==> src/sv/ahfr_pkg.sv <==
// Package for the ASCII-hex frame receiver: word types, codes and the hex decode.
`default_nettype none
package ahfr_pkg;

    localparam int NODE_COUNT_DEF = 8;

    // operation codes
    localparam logic [1:0] OP_START   = 2'd0;
    localparam logic [1:0] OP_CHAR    = 2'd1;
    localparam logic [1:0] OP_TIMEOUT = 2'd2;

    // configuration register indexes
    localparam logic CFG_NODE_ADDRESS = 1'b0;
    localparam logic CFG_IS_MASTER    = 1'b1;

    // frame status codes
    localparam logic [3:0] ST_OK         = 4'd0;
    localparam logic [3:0] ST_IDLE_TMO   = 4'd1;
    localparam logic [3:0] ST_WRONG_ADDR = 4'd2;
    localparam logic [3:0] ST_CANCEL     = 4'd3;
    localparam logic [3:0] ST_BAD_TYPE   = 4'd4;
    localparam logic [3:0] ST_FULL       = 4'd5;
    localparam logic [3:0] ST_CHECKSUM   = 4'd6;
    localparam logic [3:0] ST_SHORT      = 4'd7;
    localparam logic [3:0] ST_BAD_DEST   = 4'd8;

    localparam logic KIND_DATA   = 1'b0;
    localparam logic KIND_STATUS = 1'b1;

    localparam logic [7:0] CH_ZERO = 8'h30;
    localparam logic [7:0] CH_NINE = 8'h39;
    localparam logic [7:0] CH_A    = 8'h41;
    localparam logic [7:0] HEX_TEN = 8'd10;
    localparam logic [7:0] CH_LF   = 8'h0A;

    typedef enum logic [1:0] {
        PH_ADDR,
        PH_RECV,
        PH_TAIL
    } phase_t;

    typedef struct packed {
        logic [1:0] operation;
        logic [7:0] char_value;
        logic       address_mark;
        logic [2:0] polled_node;
    } in_word_t;

    typedef struct packed {
        logic       kind;
        logic [3:0] status;
        logic [7:0] data_byte;
        logic [7:0] hw_source;
        logic       message_type;
        logic [7:0] source_node;
        logic [7:0] dest_node;
        logic [7:0] payload_length;
        logic [7:0] master_address;
    } out_word_t;

    function automatic logic [7:0] hex_digit(input logic [7:0] c);
        if (c > CH_NINE)
        begin
            return c - CH_A + HEX_TEN;
        end
        return c - CH_ZERO;
    endfunction

endpackage
`default_nettype wire

==> src/sv/ascii_hex_frame_receiver.sv <==
// ASCII-hex frame receiver: one character word per cycle while out is not stalled, decode into result words.
// Path: a word is held in the input register in_word_reg; its result is registered into out_word_reg
//   and shows on out with out_valid.
// Throughput: one word per cycle while out is not stalled; the per-character decode, add and compare are combinational.
// Reset: rst_n asynchronous active low clears frame state, full flags and the
//   registers node_address and is_master; no clearing pass.
`default_nettype none
module ascii_hex_frame_receiver #(
    parameter int NODE_COUNT = ahfr_pkg::NODE_COUNT_DEF
) (
    input  wire                      clk,
    input  wire                      rst_n,
    input  wire                      in_valid,
    output logic                     in_ready,
    input  wire ahfr_pkg::in_word_t  in_data,
    output logic                     out_valid,
    input  wire                      out_ready,
    output ahfr_pkg::out_word_t      out_data,
    input  wire                      cfg_valid,
    output logic                     cfg_ready,
    input  wire                      cfg_index,
    input  wire  [3:0]               cfg_data
);
    import ahfr_pkg::*;

    localparam int IDX_W = (NODE_COUNT > 1) ? $clog2(NODE_COUNT) : 1;
    localparam logic [8:0] NC9 = 9'(NODE_COUNT);

    logic [3:0]            node_address_reg;
    logic                  is_master_reg;

    logic                  in_valid_reg;
    in_word_t              in_word_reg;
    logic                  out_valid_reg;
    out_word_t             out_word_reg;

    phase_t                phase_reg, phase_next;
    logic [9:0]            char_position_reg, char_position_next;
    logic [3:0]            high_nibble_reg, high_nibble_next;
    logic [7:0]            running_sum_reg, running_sum_next;
    logic [7:0]            field_values_reg [5];
    logic [7:0]            field_values_next [5];
    logic [3:0]            pending_error_reg, pending_error_next;
    logic [NODE_COUNT-1:0] full_flags_reg, full_flags_next;
    logic [2:0]            awaited_node_reg, awaited_node_next;
    logic [7:0]            learned_master_reg, learned_master_next;

    logic                  res_valid;
    out_word_t             res_word;
    logic                  advance;

    logic [7:0]            own;
    logic [7:0]            digit;
    logic [7:0]            pair_value;
    logic [8:0]            pair_index;
    logic [7:0]            awaited_ext;
    logic [IDX_W-1:0]      awaited_idx;
    logic [IDX_W-1:0]      pair_idx;
    logic [IDX_W-1:0]      dest_idx;
    logic                  finish;
    logic [3:0]            finish_status;

    assign cfg_ready = 1'b1;
    assign own        = 8'(node_address_reg) + CH_ZERO;
    assign digit      = hex_digit(in_word_reg.char_value);
    assign pair_value = {high_nibble_reg, 4'b0000} + digit;
    assign pair_index = char_position_reg[9:1];
    assign awaited_ext = {5'b00000, awaited_node_reg};
    assign awaited_idx = awaited_ext[IDX_W-1:0];
    assign pair_idx    = pair_value[IDX_W-1:0];
    assign dest_idx    = field_values_reg[3][IDX_W-1:0];

    assign advance  = in_valid_reg && (!res_valid || !out_valid_reg || out_ready);
    assign in_ready = !in_valid_reg || advance;
    assign out_valid = out_valid_reg;
    assign out_data  = out_word_reg;

    always_comb
    begin
        phase_next          = phase_reg;
        char_position_next  = char_position_reg;
        high_nibble_next    = high_nibble_reg;
        running_sum_next    = running_sum_reg;
        field_values_next   = field_values_reg;
        pending_error_next  = pending_error_reg;
        full_flags_next     = full_flags_reg;
        awaited_node_next   = awaited_node_reg;
        learned_master_next = learned_master_reg;
        finish        = 1'b0;
        finish_status = ST_OK;
        res_valid     = 1'b0;

        res_word.kind           = KIND_DATA;
        res_word.status         = ST_OK;
        res_word.data_byte      = 8'd0;
        res_word.hw_source      = field_values_reg[0];
        res_word.message_type   = field_values_reg[1][0];
        res_word.source_node    = field_values_reg[2];
        res_word.dest_node      = field_values_reg[3];
        res_word.payload_length = field_values_reg[4];
        res_word.master_address = learned_master_reg;

        case (in_word_reg.operation)
            OP_START:
            begin
                awaited_node_next  = in_word_reg.polled_node;
                phase_next         = PH_ADDR;
                char_position_next = '0;
                high_nibble_next   = '0;
                running_sum_next   = '0;
                pending_error_next = ST_OK;
                for (int i = 0; i < 5; i++)
                begin
                    field_values_next[i] = '0;
                end
            end
            OP_TIMEOUT:
            begin
                finish        = 1'b1;
                finish_status = (phase_reg == PH_ADDR) ? ST_IDLE_TMO : ST_CANCEL;
            end
            OP_CHAR:
            begin
                if (phase_reg == PH_ADDR)
                begin
                    if (in_word_reg.address_mark)
                    begin
                        if (is_master_reg && ({6'b000000, awaited_node_reg} < NC9))
                        begin
                            full_flags_next[awaited_idx] = 1'b0;
                        end
                        if (in_word_reg.char_value != own)
                        begin
                            // master reports a foreign reply; slave just skips it
                            if (is_master_reg)
                            begin
                                finish        = 1'b1;
                                finish_status = ST_WRONG_ADDR;
                            end
                        end
                        else
                        begin
                            char_position_next = '0;
                            high_nibble_next   = '0;
                            running_sum_next   = 8'(node_address_reg);
                            pending_error_next = ST_OK;
                            for (int i = 0; i < 5; i++)
                            begin
                                field_values_next[i] = '0;
                            end
                            phase_next = PH_RECV;
                        end
                    end
                end
                else if (in_word_reg.char_value == CH_LF)
                begin
                    finish = 1'b1;
                    if (phase_reg == PH_RECV)
                    begin
                        finish_status = ST_SHORT;
                    end
                    else
                    begin
                        finish_status = pending_error_reg;
                        if (pending_error_reg == ST_OK && is_master_reg &&
                            field_values_reg[1] == 8'd1 &&
                            {1'b0, field_values_reg[3]} < NC9)
                        begin
                            full_flags_next[dest_idx] = 1'b1;
                        end
                    end
                end
                else if (phase_reg == PH_RECV)
                begin
                    char_position_next = char_position_reg + 10'd1;
                    if (!char_position_reg[0])
                    begin
                        high_nibble_next = digit[3:0];
                    end
                    else if (pair_index == 9'd0)
                    begin
                        field_values_next[0] = pair_value;
                        running_sum_next     = running_sum_reg + pair_value;
                        if (!is_master_reg)
                        begin
                            learned_master_next = pair_value;
                        end
                    end
                    else if (pair_index == 9'd1)
                    begin
                        field_values_next[1] = pair_value;
                        if (pair_value > 8'd1)
                        begin
                            pending_error_next = ST_BAD_TYPE;
                            phase_next         = PH_TAIL;
                        end
                        else
                        begin
                            running_sum_next = running_sum_reg + pair_value;
                        end
                    end
                    else if (field_values_reg[1] == 8'd0 ||
                             pair_index == 9'd5 + {1'b0, field_values_reg[4]})
                    begin
                        // checksum pair
                        pending_error_next = (pair_value == running_sum_reg) ?
                                             ST_OK : ST_CHECKSUM;
                        phase_next = PH_TAIL;
                    end
                    else if (pair_index <= 9'd4)
                    begin
                        field_values_next[pair_index[2:0]] = pair_value;
                        running_sum_next = running_sum_reg + pair_value;
                        if (pair_index == 9'd3 && is_master_reg)
                        begin
                            if ({1'b0, pair_value} >= NC9)
                            begin
                                pending_error_next = ST_BAD_DEST;
                                phase_next         = PH_TAIL;
                            end
                            else if (full_flags_reg[pair_idx])
                            begin
                                pending_error_next = ST_FULL;
                                phase_next         = PH_TAIL;
                            end
                        end
                    end
                    else
                    begin
                        running_sum_next   = running_sum_reg + pair_value;
                        res_valid          = 1'b1;
                        res_word.data_byte = pair_value;
                    end
                end
            end
            default:
            begin
            end
        endcase

        if (finish)
        begin
            res_valid          = 1'b1;
            res_word.kind      = KIND_STATUS;
            res_word.status    = finish_status;
            phase_next         = PH_ADDR;
            char_position_next = '0;
            high_nibble_next   = '0;
            running_sum_next   = '0;
            pending_error_next = ST_OK;
            for (int i = 0; i < 5; i++)
            begin
                field_values_next[i] = '0;
            end
        end
    end

    always_ff @(posedge clk or negedge rst_n)
    begin
        if (!rst_n)
        begin
            node_address_reg <= '0;
            is_master_reg    <= 1'b0;
        end
        else if (cfg_valid && cfg_ready)
        begin
            case (cfg_index)
                CFG_NODE_ADDRESS: node_address_reg <= cfg_data;
                CFG_IS_MASTER:    is_master_reg    <= cfg_data[0];
                default:
                begin
                end
            endcase
        end
    end

    always_ff @(posedge clk or negedge rst_n)
    begin
        if (!rst_n)
        begin
            in_valid_reg       <= 1'b0;
            out_valid_reg      <= 1'b0;
            phase_reg          <= PH_ADDR;
            char_position_reg  <= '0;
            high_nibble_reg    <= '0;
            running_sum_reg    <= '0;
            pending_error_reg  <= ST_OK;
            full_flags_reg     <= '0;
            awaited_node_reg   <= '0;
            learned_master_reg <= '0;
            for (int i = 0; i < 5; i++)
            begin
                field_values_reg[i] <= '0;
            end
        end
        else
        begin
            if (in_ready)
            begin
                in_valid_reg <= in_valid;
            end
            if (advance)
            begin
                phase_reg          <= phase_next;
                char_position_reg  <= char_position_next;
                high_nibble_reg    <= high_nibble_next;
                running_sum_reg    <= running_sum_next;
                field_values_reg   <= field_values_next;
                pending_error_reg  <= pending_error_next;
                full_flags_reg     <= full_flags_next;
                awaited_node_reg   <= awaited_node_next;
                learned_master_reg <= learned_master_next;
            end
            if (advance && res_valid)
            begin
                out_valid_reg <= 1'b1;
            end
            else if (out_ready)
            begin
                out_valid_reg <= 1'b0;
            end
        end
    end

    // payload registers, no reset
    always_ff @(posedge clk)
    begin
        if (in_ready && in_valid)
        begin
            in_word_reg <= in_data;
        end
        if (advance && res_valid)
        begin
            out_word_reg <= res_word;
        end
    end

    // between frames nothing partial may linger
    a_addr_clean: assert property (@(posedge clk) disable iff (!rst_n)
        phase_reg == PH_ADDR |-> char_position_reg == 10'd0 && pending_error_reg == ST_OK)
        else $error("frame state left over while awaiting address");

    a_error_in_tail: assert property (@(posedge clk) disable iff (!rst_n)
        pending_error_reg != ST_OK |-> phase_reg == PH_TAIL)
        else $error("pending error outside tail phase");

    a_data_status: assert property (@(posedge clk) disable iff (!rst_n)
        out_valid_reg && out_word_reg.kind == KIND_DATA |-> out_word_reg.status == ST_OK)
        else $error("data word carries a status");

    a_held_word: assert property (@(posedge clk) disable iff (!rst_n)
        in_valid_reg && !advance |=> in_valid_reg && $stable(in_word_reg))
        else $error("stalled input word lost");

endmodule
`default_nettype wire
==> config.mk <==
export PLATFORM = sky130hd
export DESIGN_NAME = ascii_hex_frame_receiver
export DESIGN_NICKNAME = d
export VERILOG_FILES = /design/src/sv/ahfr_pkg.sv /design/src/sv/ascii_hex_frame_receiver.sv
export SDC_FILE = /design/constraint.sdc
export NUM_CORES = 1
export LEC_CHECK = 0
export ABC_AREA = 1
export CAP_MARGIN = 20
export CORE_UTILIZATION = 50
export DETAILED_ROUTE_END_ITERATION = 10
export DONT_BUFFER_PORTS = 1
export GPL_TIMING_DRIVEN = 0
export PLACE_DENSITY_LB_ADDON = 0.08
export SLEW_MARGIN = 10
export SYNTH_ARGS = -nofsm -noshare
export SYNTH_HDL_FRONTEND = slang
export SYNTH_SLANG_ARGS = --single-unit
==> constraint.sdc <==
create_clock -name clk -period 4.5 [get_ports clk]
set_input_delay 1.35 -clock clk [delete_from_list [all_inputs] [get_ports clk]]
set_output_delay 1.35 -clock clk [all_outputs]
set_load 0.02 [all_outputs]
==> summary.md, run 1 <==
| Metric | Value |
|---|---|
| Post-layout min period | between 4 and 5 ns |
| Bufs and invs on worst path | 5 |
| Avg Synthesized Cell Area | 8.45 um2 |
| CP endpoint kind | flop |
| Actual slew at the worst max-slew pin | 0.722 ns |
| Worst min path class | flop to flop |
| DR iter-0 viols | 331 |
| Final setup vio count | 0 |
| Endpoints failing hold | 0 |
| Mapped Cells | 989 |
| LEAKAGE | approximately 4.4 nW |
| FILL cells | approximately 1.5k |
| Met1 Track Usage GR | 0.314 |
| Final Max Slew Viols | 0 |
| Most used routing layer | met2 |
| All-Layer GR Usage | 0.240 |
| CTS H-tree lvls | 4 |
| Detail Placement HPWL | ~14000 um |
| Mapped Nets | slightly above 1k |
| Layout cell share with drive strength beyond 1 | 0.0984 |
| First-pass GRT wire length | 32000 um |
| Max FO, Critical Path | 10 |
| Worst Path Arrival | 4.43 ns |
| Seq/Total Area, Yosys | 0.526 |
| Async SR Flop Fraction | 0.580 |
| Number of global-route vias before repair | 6208 |
| Max-Cap Viols | 0 |
| Overall power | 0.00375 W |
| Grt met2 use | 0.395 |
| Drt first pass iters | 5 |
| RSZ-0062 raised after global routing | no |
| Clk_skew | ~0.0083 ns |
| CTS tree | done |
| DR vias | 6491 |
| Vias per std cell | 5.23 |
| Post-synth EDFFs | about 70 |
| Starting Density | 0.518 |
| Slowest cell delay on critical path | 0.47 ns |
| Ant diodes | 0 |
| CP Class | flop to flop |
| Slew HR | 0.517 |
| Post-layout util | 0.577 |
| Syn Std Cell Area | 8360 um2 |
| CP required | 4.83 ns |
| Total CTS buffers | 17 |
| Library cells used by synthesis | 41 |
| Startpoint types | flop |
| Root buffer cell | clkbuf_16 |
| Num Clock Sinks | 162 |
| Clk_lat worst skew | 0.43 ns |
| Peak VDD IR | approximately 0.26 mV |
| Crit path max-delay family | simple AND/OR/NAND/NOR gates |
| Core area | 16100 um2 |
| YS warnings | 0 |
| DRT Wirelength | 19600 um |
| Max FFs per register | 54 |
| Reg clk slew, reported paths | 0.07 ns |
| Total Neg Setup Slack | 0 ns |
| Final #Nets | 1061 |
| # rows | 46 |
| Initial antenna violation count | 0 |
| Port bufs | 0 |
| Ys flop type | dfrtp_1 |
| Post-route cell area | 9300 um2 |
| Die ar. | between 15000 and 20000 um2 |
| Slowest CP cell | edfxtp_1 |
| Syn-to-layout area delta | 11.3% |
| GRT overflow | 0 |
| PD cells | 403 nW/um2 |
| Placed Area | 8650 um2 |
| Status | finished clean |
| CP most frequent cell | nand2_1 |
| Routability congestion estimate | roughly 0.95 |
| Post-route DRC | 0 |
| Die X | roughly 130 um |
| Hold slack | 0.446 ns |
| Max Buffers Root-to-Sink | 2 |
| Max Clk Rate | ~240 MHz |
| Wire per inst | 15.8 um |
| Final period util | 0.912 |
| Largest net degree at the start of global routing | 95 |
| I/O pins | 81 |
| Die Y | roughly 130 um |
| GR Util met3 | 0.0521 |
| Yosys reg bits | 162 |
| Final ANT Viol Nets | 0 |
[area by class of cell]
| type | count | area (um2) | share of cell area |
|---|---|---|---|
| Buffer | 19 | 129 | 0.0139 |
| Clock inverter | 14 | 168 | 0.0180 |
| Inverter | 122 | 458 | 0.0492 |
| Multi-Input combinational cell | 686 | 3390 | 0.365 |
| Tap cell | 216 | 270 | 0.0291 |
| Clock buffer | 18 | 439 | 0.0472 |
| Sequential cell | 162 | 4390 | 0.472 |
| Timing Repair Buffer | 5 | 50.0 | 0.00538 |
[path summary, 6_finish.rpt]
check / from / endpoint / slack [ns] / depth (start not counted)
worst max register to register: in_word_reg[4]$_DFFE_PP_ / pending_error_reg[2]$_DFFE_PN0P_ / 0.40 / 25
worst min register to register: learned_master_reg[0]$_DFFE_PN0P_ / out_data[0]$_DFFE_PP_ / 0.45 / 0
worst min-delay path: learned_master_reg[0]$_DFFE_PN0P_ / out_data[0]$_DFFE_PP_ / 0.45 / 0
worst max-delay path: in_word_reg[4]$_DFFE_PP_ / pending_error_reg[2]$_DFFE_PN0P_ / 0.40 / 25
max in group asynchronous: rst_n / field_values_reg[12]$_DFFE_PN0P_ / 3.69 / 0
min in group asynchronous: rst_n / char_position_reg[6]$_DFFE_PN0P_ / 0.61 / 0
[report_power, final]
| group | total [W] | leakage [nW] | switching [W] | internal [W] |
|---|---|---|---|---|
| sequential | 0.00171 | 1.90 | 0.0000784 | 0.00163 |
| clock | 0.00146 | 0.298 | 0.000650 | 0.000806 |
| combinational | 0.000583 | 2.21 | 0.000400 | 0.000183 |
[worst reg2reg max path, stage by stage (launching register included)]
cell and delay, ns:
edfxtp_1 0.47, inv_2 0.10, ha_1 0.20, nand2_1 0.09, nand3_2 0.13, nand2_1 0.14, buf_4 0.19, nand2_1 0.10
xor2_1 0.15, inv_1 0.06, ha_1 0.16, inv_1 0.06, fa_1 0.44, xor2_4 0.27, inv_1 0.19, ha_1 0.37
nor3_1 0.19, nand2_1 0.07, nor3_1 0.13, nand3_1 0.13, nand2_1 0.10, nand2_1 0.08, nand3_1 0.07, nor2_1 0.04
nand2_1 0.05, nand2_1 0.04
[metal layers]
metal	wire length (um)	share of wire	up-vias
met5	0	0	-
met2	9460	0.48	170
met1	8790	0.45	3040
li1	-	-	3252
met4	387	0.020	0
met3	968	0.049	29
[cells in the final DEF, fill, tap and decap left out, types with 3 or more instances in the layout]
master / synthesis / routed
clkinv_8: 0 / 3
nand4_1: 5 / 5
xor2_1: 16 / 15
o21ai_1: 32 / 32
edfxtp_1: 68 / 68
nor2_1: 91 / 91
nor2_4: 3 / 3
nand3_1: 89 / 89
o21ai_0: 21 / 21
inv_2: 12 / 13
dfrtp_1: 94 / 94
nand2_1: 307 / 307
clkinv_4: 0 / 3
buf_2: 7 / 7
buf_4: 3 / 7
nor3_1: 22 / 22
o21ai_2: 3 / 3
nor4_1: 3 / 3
inv_1: 109 / 108
clkbuf_16: 0 / 17
buf_6: 5 / 5
ha_1: 22 / 22
nor2_2: 3 / 3
nand2_2: 12 / 12
clkbuf_1: 4 / 4
a21oi_1: 30 / 30
or2_2: 3 / 3
inv_6: 0 / 4
nand3_2: 4 / 4
[stage by stage]
step | cells | setup slack, ns
2_1_floorplan | 989 | 0.928
3_3_place_gp | 1205 | 0.112
3_5_place_dp | 1206 | 0.0812
4_1_cts | 1238 | 0.0637
5_1_grt | 1242 | 0.00610
6_report | 1242 | 0.397
[cell usage after synthesis (16+ instances only)]
cell / n / share of area
a21oi_1: 30 / 0.018
dfrtp_1: 94 / 0.28
edfxtp_1: 68 / 0.24
ha_1: 22 / 0.033
inv_1: 109 / 0.049
nand2_1: 307 / 0.14
nand3_1: 89 / 0.053
nor2_1: 91 / 0.041
nor3_1: 22 / 0.013
o21ai_0: 21 / 0.013
o21ai_1: 32 / 0.019
xor2_1: 16 / 0.017
[cell families (layout without fill, tap and decap cells)]
group,Yosys count,in the layout,share of synthesized area
XOR/XNOR,17,17,0.0178
other,1,1,0.000449
flip-flops,162,162,0.526
adder cells (fa/ha/maj),24,24,0.0377
AND/OR/NAND/NOR,548,548,0.285
buffers and inverters,141,178,0.0702
AO/OA/AOI/OAI,96,96,0.0627
[what timing repair did]
item,in CTS,in global routing
gates resized for setup,0,2
setup endpoints to repair,0,4
hold buffers,0,0
setup buffers,0,4
Note: power is estimated with default switching activity, not from simulation.
==> inputs of run 2 (changes only) <==
--- a/config.mk
+++ b/config.mk
@@ -7,11 +7,12 @@
 export LEC_CHECK = 0
 export ABC_AREA = 1
 export CAP_MARGIN = 20
-export CORE_UTILIZATION = 50
+export CORE_UTILIZATION = 45
 export DETAILED_ROUTE_END_ITERATION = 10
 export DONT_BUFFER_PORTS = 1
 export GPL_TIMING_DRIVEN = 0
 export PLACE_DENSITY_LB_ADDON = 0.08
+export REMOVE_ABC_BUFFERS = 1
 export SLEW_MARGIN = 10
 export SYNTH_ARGS = -nofsm -noshare
 export SYNTH_HDL_FRONTEND = slang
==> summary.md, run 2 (same netlist as run 1, synthesis figures left out) <==
| Metric | Value |
|---|---|
| Die ar. | 19100 um2 (was 17200 um2) |
| Max FO, Critical Path | 24 (was 10) |
| DR vias | 6283 (was 6491) |
| CP endpoint kind | output port (was flop) |
| Setup Buffers After CTS | 0 (unchanged) |
| Core area | 18100 um2 (was 16100 um2) |
| Max Clk Rate | 241 MHz (was 244 MHz) |
| Root buffer cell | clkbuf_16 (unchanged) |
| Starting Density | 0.462 (was 0.518) |
| Worst r2r path cells | 24 (was 25) |
| Largest net degree at the start of global routing | 95 (unchanged) |
| Endpoints failing hold | 0 (unchanged) |
| CTS tree | done (unchanged) |
| First-pass GRT wire length | 31300 um (was 32000 um) |
| FILL cells | 1706 (was 1480) |
| Worst min path class | flop to flop (unchanged) |
| Number of global-route vias before repair | 5890 (was 6208) |
| Port bufs | 0 (unchanged) |
| RSZ-0062 raised after global routing | no (unchanged) |
| Die X | 138 um (was 131 um) |
| Status | finished with violations (was finished clean) |
| Post-layout min period | 4.16 ns (was 4.10 ns) |
| Num Clock Sinks | 162 (unchanged) |
| Placed Area | 8530 um2 (was 8650 um2) |
| Syn-to-layout area delta | 9.87% (was 11.3%) |
| PD cells | 411 nW/um2 (was 403 nW/um2) |
| DR iter-0 viols | 366 (was 331) |
| Clk_skew | 0.00678 ns (was 0.00827 ns) |
| Final period util | 0.924 (was 0.912) |
| Peak VDD IR | 0.277 mV (was 0.260 mV) |
| LEAKAGE | 4.32 nW (was 4.40 nW) |
| DRT Wirelength | 19200 um (was 19600 um) |
| Max Buffers Root-to-Sink | 2 (unchanged) |
| Overall power | 0.00377 W (was 0.00375 W) |
| Post-route cell area | 9180 um2 (was 9300 um2) |
| CP Class | flop to output port (was flop to flop) |
| Drt first pass iters | 8 (was 5) |
| Ant diodes | 0 (unchanged) |
| Final Max Slew Viols | 0 (unchanged) |
| Post-route DRC | 22 (was 0) |
| All-Layer GR Usage | 0.213 (was 0.240) |
| CTS H-tree lvls | 4 (unchanged) |
| Max FFs per register | 54 (unchanged) |
| Worst Hold Depth | 0 (unchanged) |
| Final ANT Viol Nets | 0 (unchanged) |
| Die Y | 138 um (was 131 um) |
| Worst Path Arrival | 2.81 ns (was 4.43 ns) |
| Final setup vio count | 0 (unchanged) |
| Detail Placement HPWL | 13900 um (was 14000 um) |
| I/O pins | 81 (unchanged) |
| Clk_lat worst skew | 0.43 ns (about the same) |
| # rows | 49 (was 46) |
| Failing checks | DRC |
| Commonest non-fill, non-tap cell in the layout | nand2_1 (unchanged) |
| Slew HR | 0.502 (was 0.517) |
| Total CTS buffers | 17 (unchanged) |
| Most frequent cells in the layout | nand2_1, inv_1, dfrtp_1 (unchanged) |
| Wire per inst | 15.6 um (was 15.8 um) |
| Vias per std cell | 5.10 (was 5.23) |
| Initial antenna violation count | 0 (unchanged) |
| Actual slew at the worst max-slew pin | 0.744 ns (was 0.722 ns) |
| Layout cell share with drive strength beyond 1 | 0.0837 (was 0.0984) |
| Final #Nets | 1038 (was 1061) |
| Reg clk slew, reported paths | 0.07 ns (about the same) |
| Max-Cap Viols | 0 (unchanged) |
| GRT overflow | 0 (unchanged) |
| Startpoint types | flop (unchanged) |
| Routability congestion estimate | 0.943 (was 0.955) |
| CP required | 3.15 ns (was 4.83 ns) |
[run 2: cell count changes in the layout (fill, tap and decap cells not counted), sizes merged]
cell / change
clkbuf: -5
bufinv: +1
buf: -19
inv: +2
clkinv: -2
[run 2: final cells by class]
| type | instances | area (um2) | share of cell area |
|---|---|---|---|
| sequential | 162 | 4390 | 0.479 |
| multi-input combinational | 686 | 3400 | 0.371 |
| inverter | 122 | 458 | 0.0499 |
| clock buffer | 17 | 425 | 0.0463 |
| tap | 229 | 287 | 0.0312 |
| clock inverter | 15 | 193 | 0.0210 |
| timing repair buffer | 1 | 20.0 | 0.00218 |
[run 2: path summary, 6_finish.rpt]
| kind | from | endpoint | slack, ns |
|---|---|---|---|
| setup / recovery | in_word_reg[13]$_DFFE_PP_ | in_ready | 0.34 |
| hold / removal | field_values_reg[20]$_DFFE_PN0P_ | out_data[28]$_DFFE_PP_ | 0.45 |
| setup reg to reg | in_word_reg[4]$_DFFE_PP_ | pending_error_reg[2]$_DFFE_PN0P_ | 0.39 |
| hold reg to reg | field_values_reg[20]$_DFFE_PN0P_ | out_data[28]$_DFFE_PP_ | 0.45 |
| max in group asynchronous | rst_n | field_values_reg[17]$_DFFE_PN0P_ | 3.73 |
| min in group asynchronous | rst_n | awaited_idx[1]$_DFFE_PN0P_ | 0.61 |
[run 2: metal layers]
| layer | share of wire | global-route usage | wire [um] | up-vias |
|---|---|---|---|---|
| met5 | 0 | 0 | 0 | - |
| met4 | 0.013 | 0.0597 | 248 | 0 |
| met3 | 0.041 | 0.0374 | 786 | 18 |
| met2 | 0.47 | 0.343 | 8930 | 151 |
| met1 | 0.48 | 0.296 | 9200 | 2904 |
| li1 | - | - | - | 3210 |
[run 2: where the power goes]
part           internal, W  total [W]  switching [W]
registers          0.00163    0.00171      0.0000793
clock network     0.000848    0.00151       0.000664
logic             0.000163   0.000550       0.000387
total              0.00264    0.00377        0.00113
[run 2: timing repair]
action / 4_1_cts / 5_1_grt
endpoints found under the setup margin: 2 / 5
hold buffers: 0 / 0
resized for setup: 2 / 3
hold endpoints to repair: 0 / 0
[run 2: worst max-delay path: stages, from the launching register on]
cell	delay [ns]
edfxtp_1	0.42
inv_1	0.10
ha_1	0.39
inv_2	0.15
nor2_4	0.25
nand2_2	0.13
nand3_2	0.10
nand2_2	0.30
nand2_2	0.25
nand3_1	0.28
[run 2: stage by stage]
step / cells / util / setup slack (ns) / hold WS [ns] / TNS (ns)
2_1_floorplan: 970 / - / 0.862 / 0.425 / 0
3_3_place_gp: 1199 / 0.471 / -0.186 / 0.430 / -2.68
3_5_place_dp: 1200 / 0.472 / -0.239 / 0.431 / -0.360
4_1_cts: 1232 / 0.507 / 0.163 / 0.447 / 0
5_1_grt: 1232 / 0.508 / 0.0638 / 0.457 / 0
6_report: 1232 / 0.508 / 0.343 / 0.450 / 0
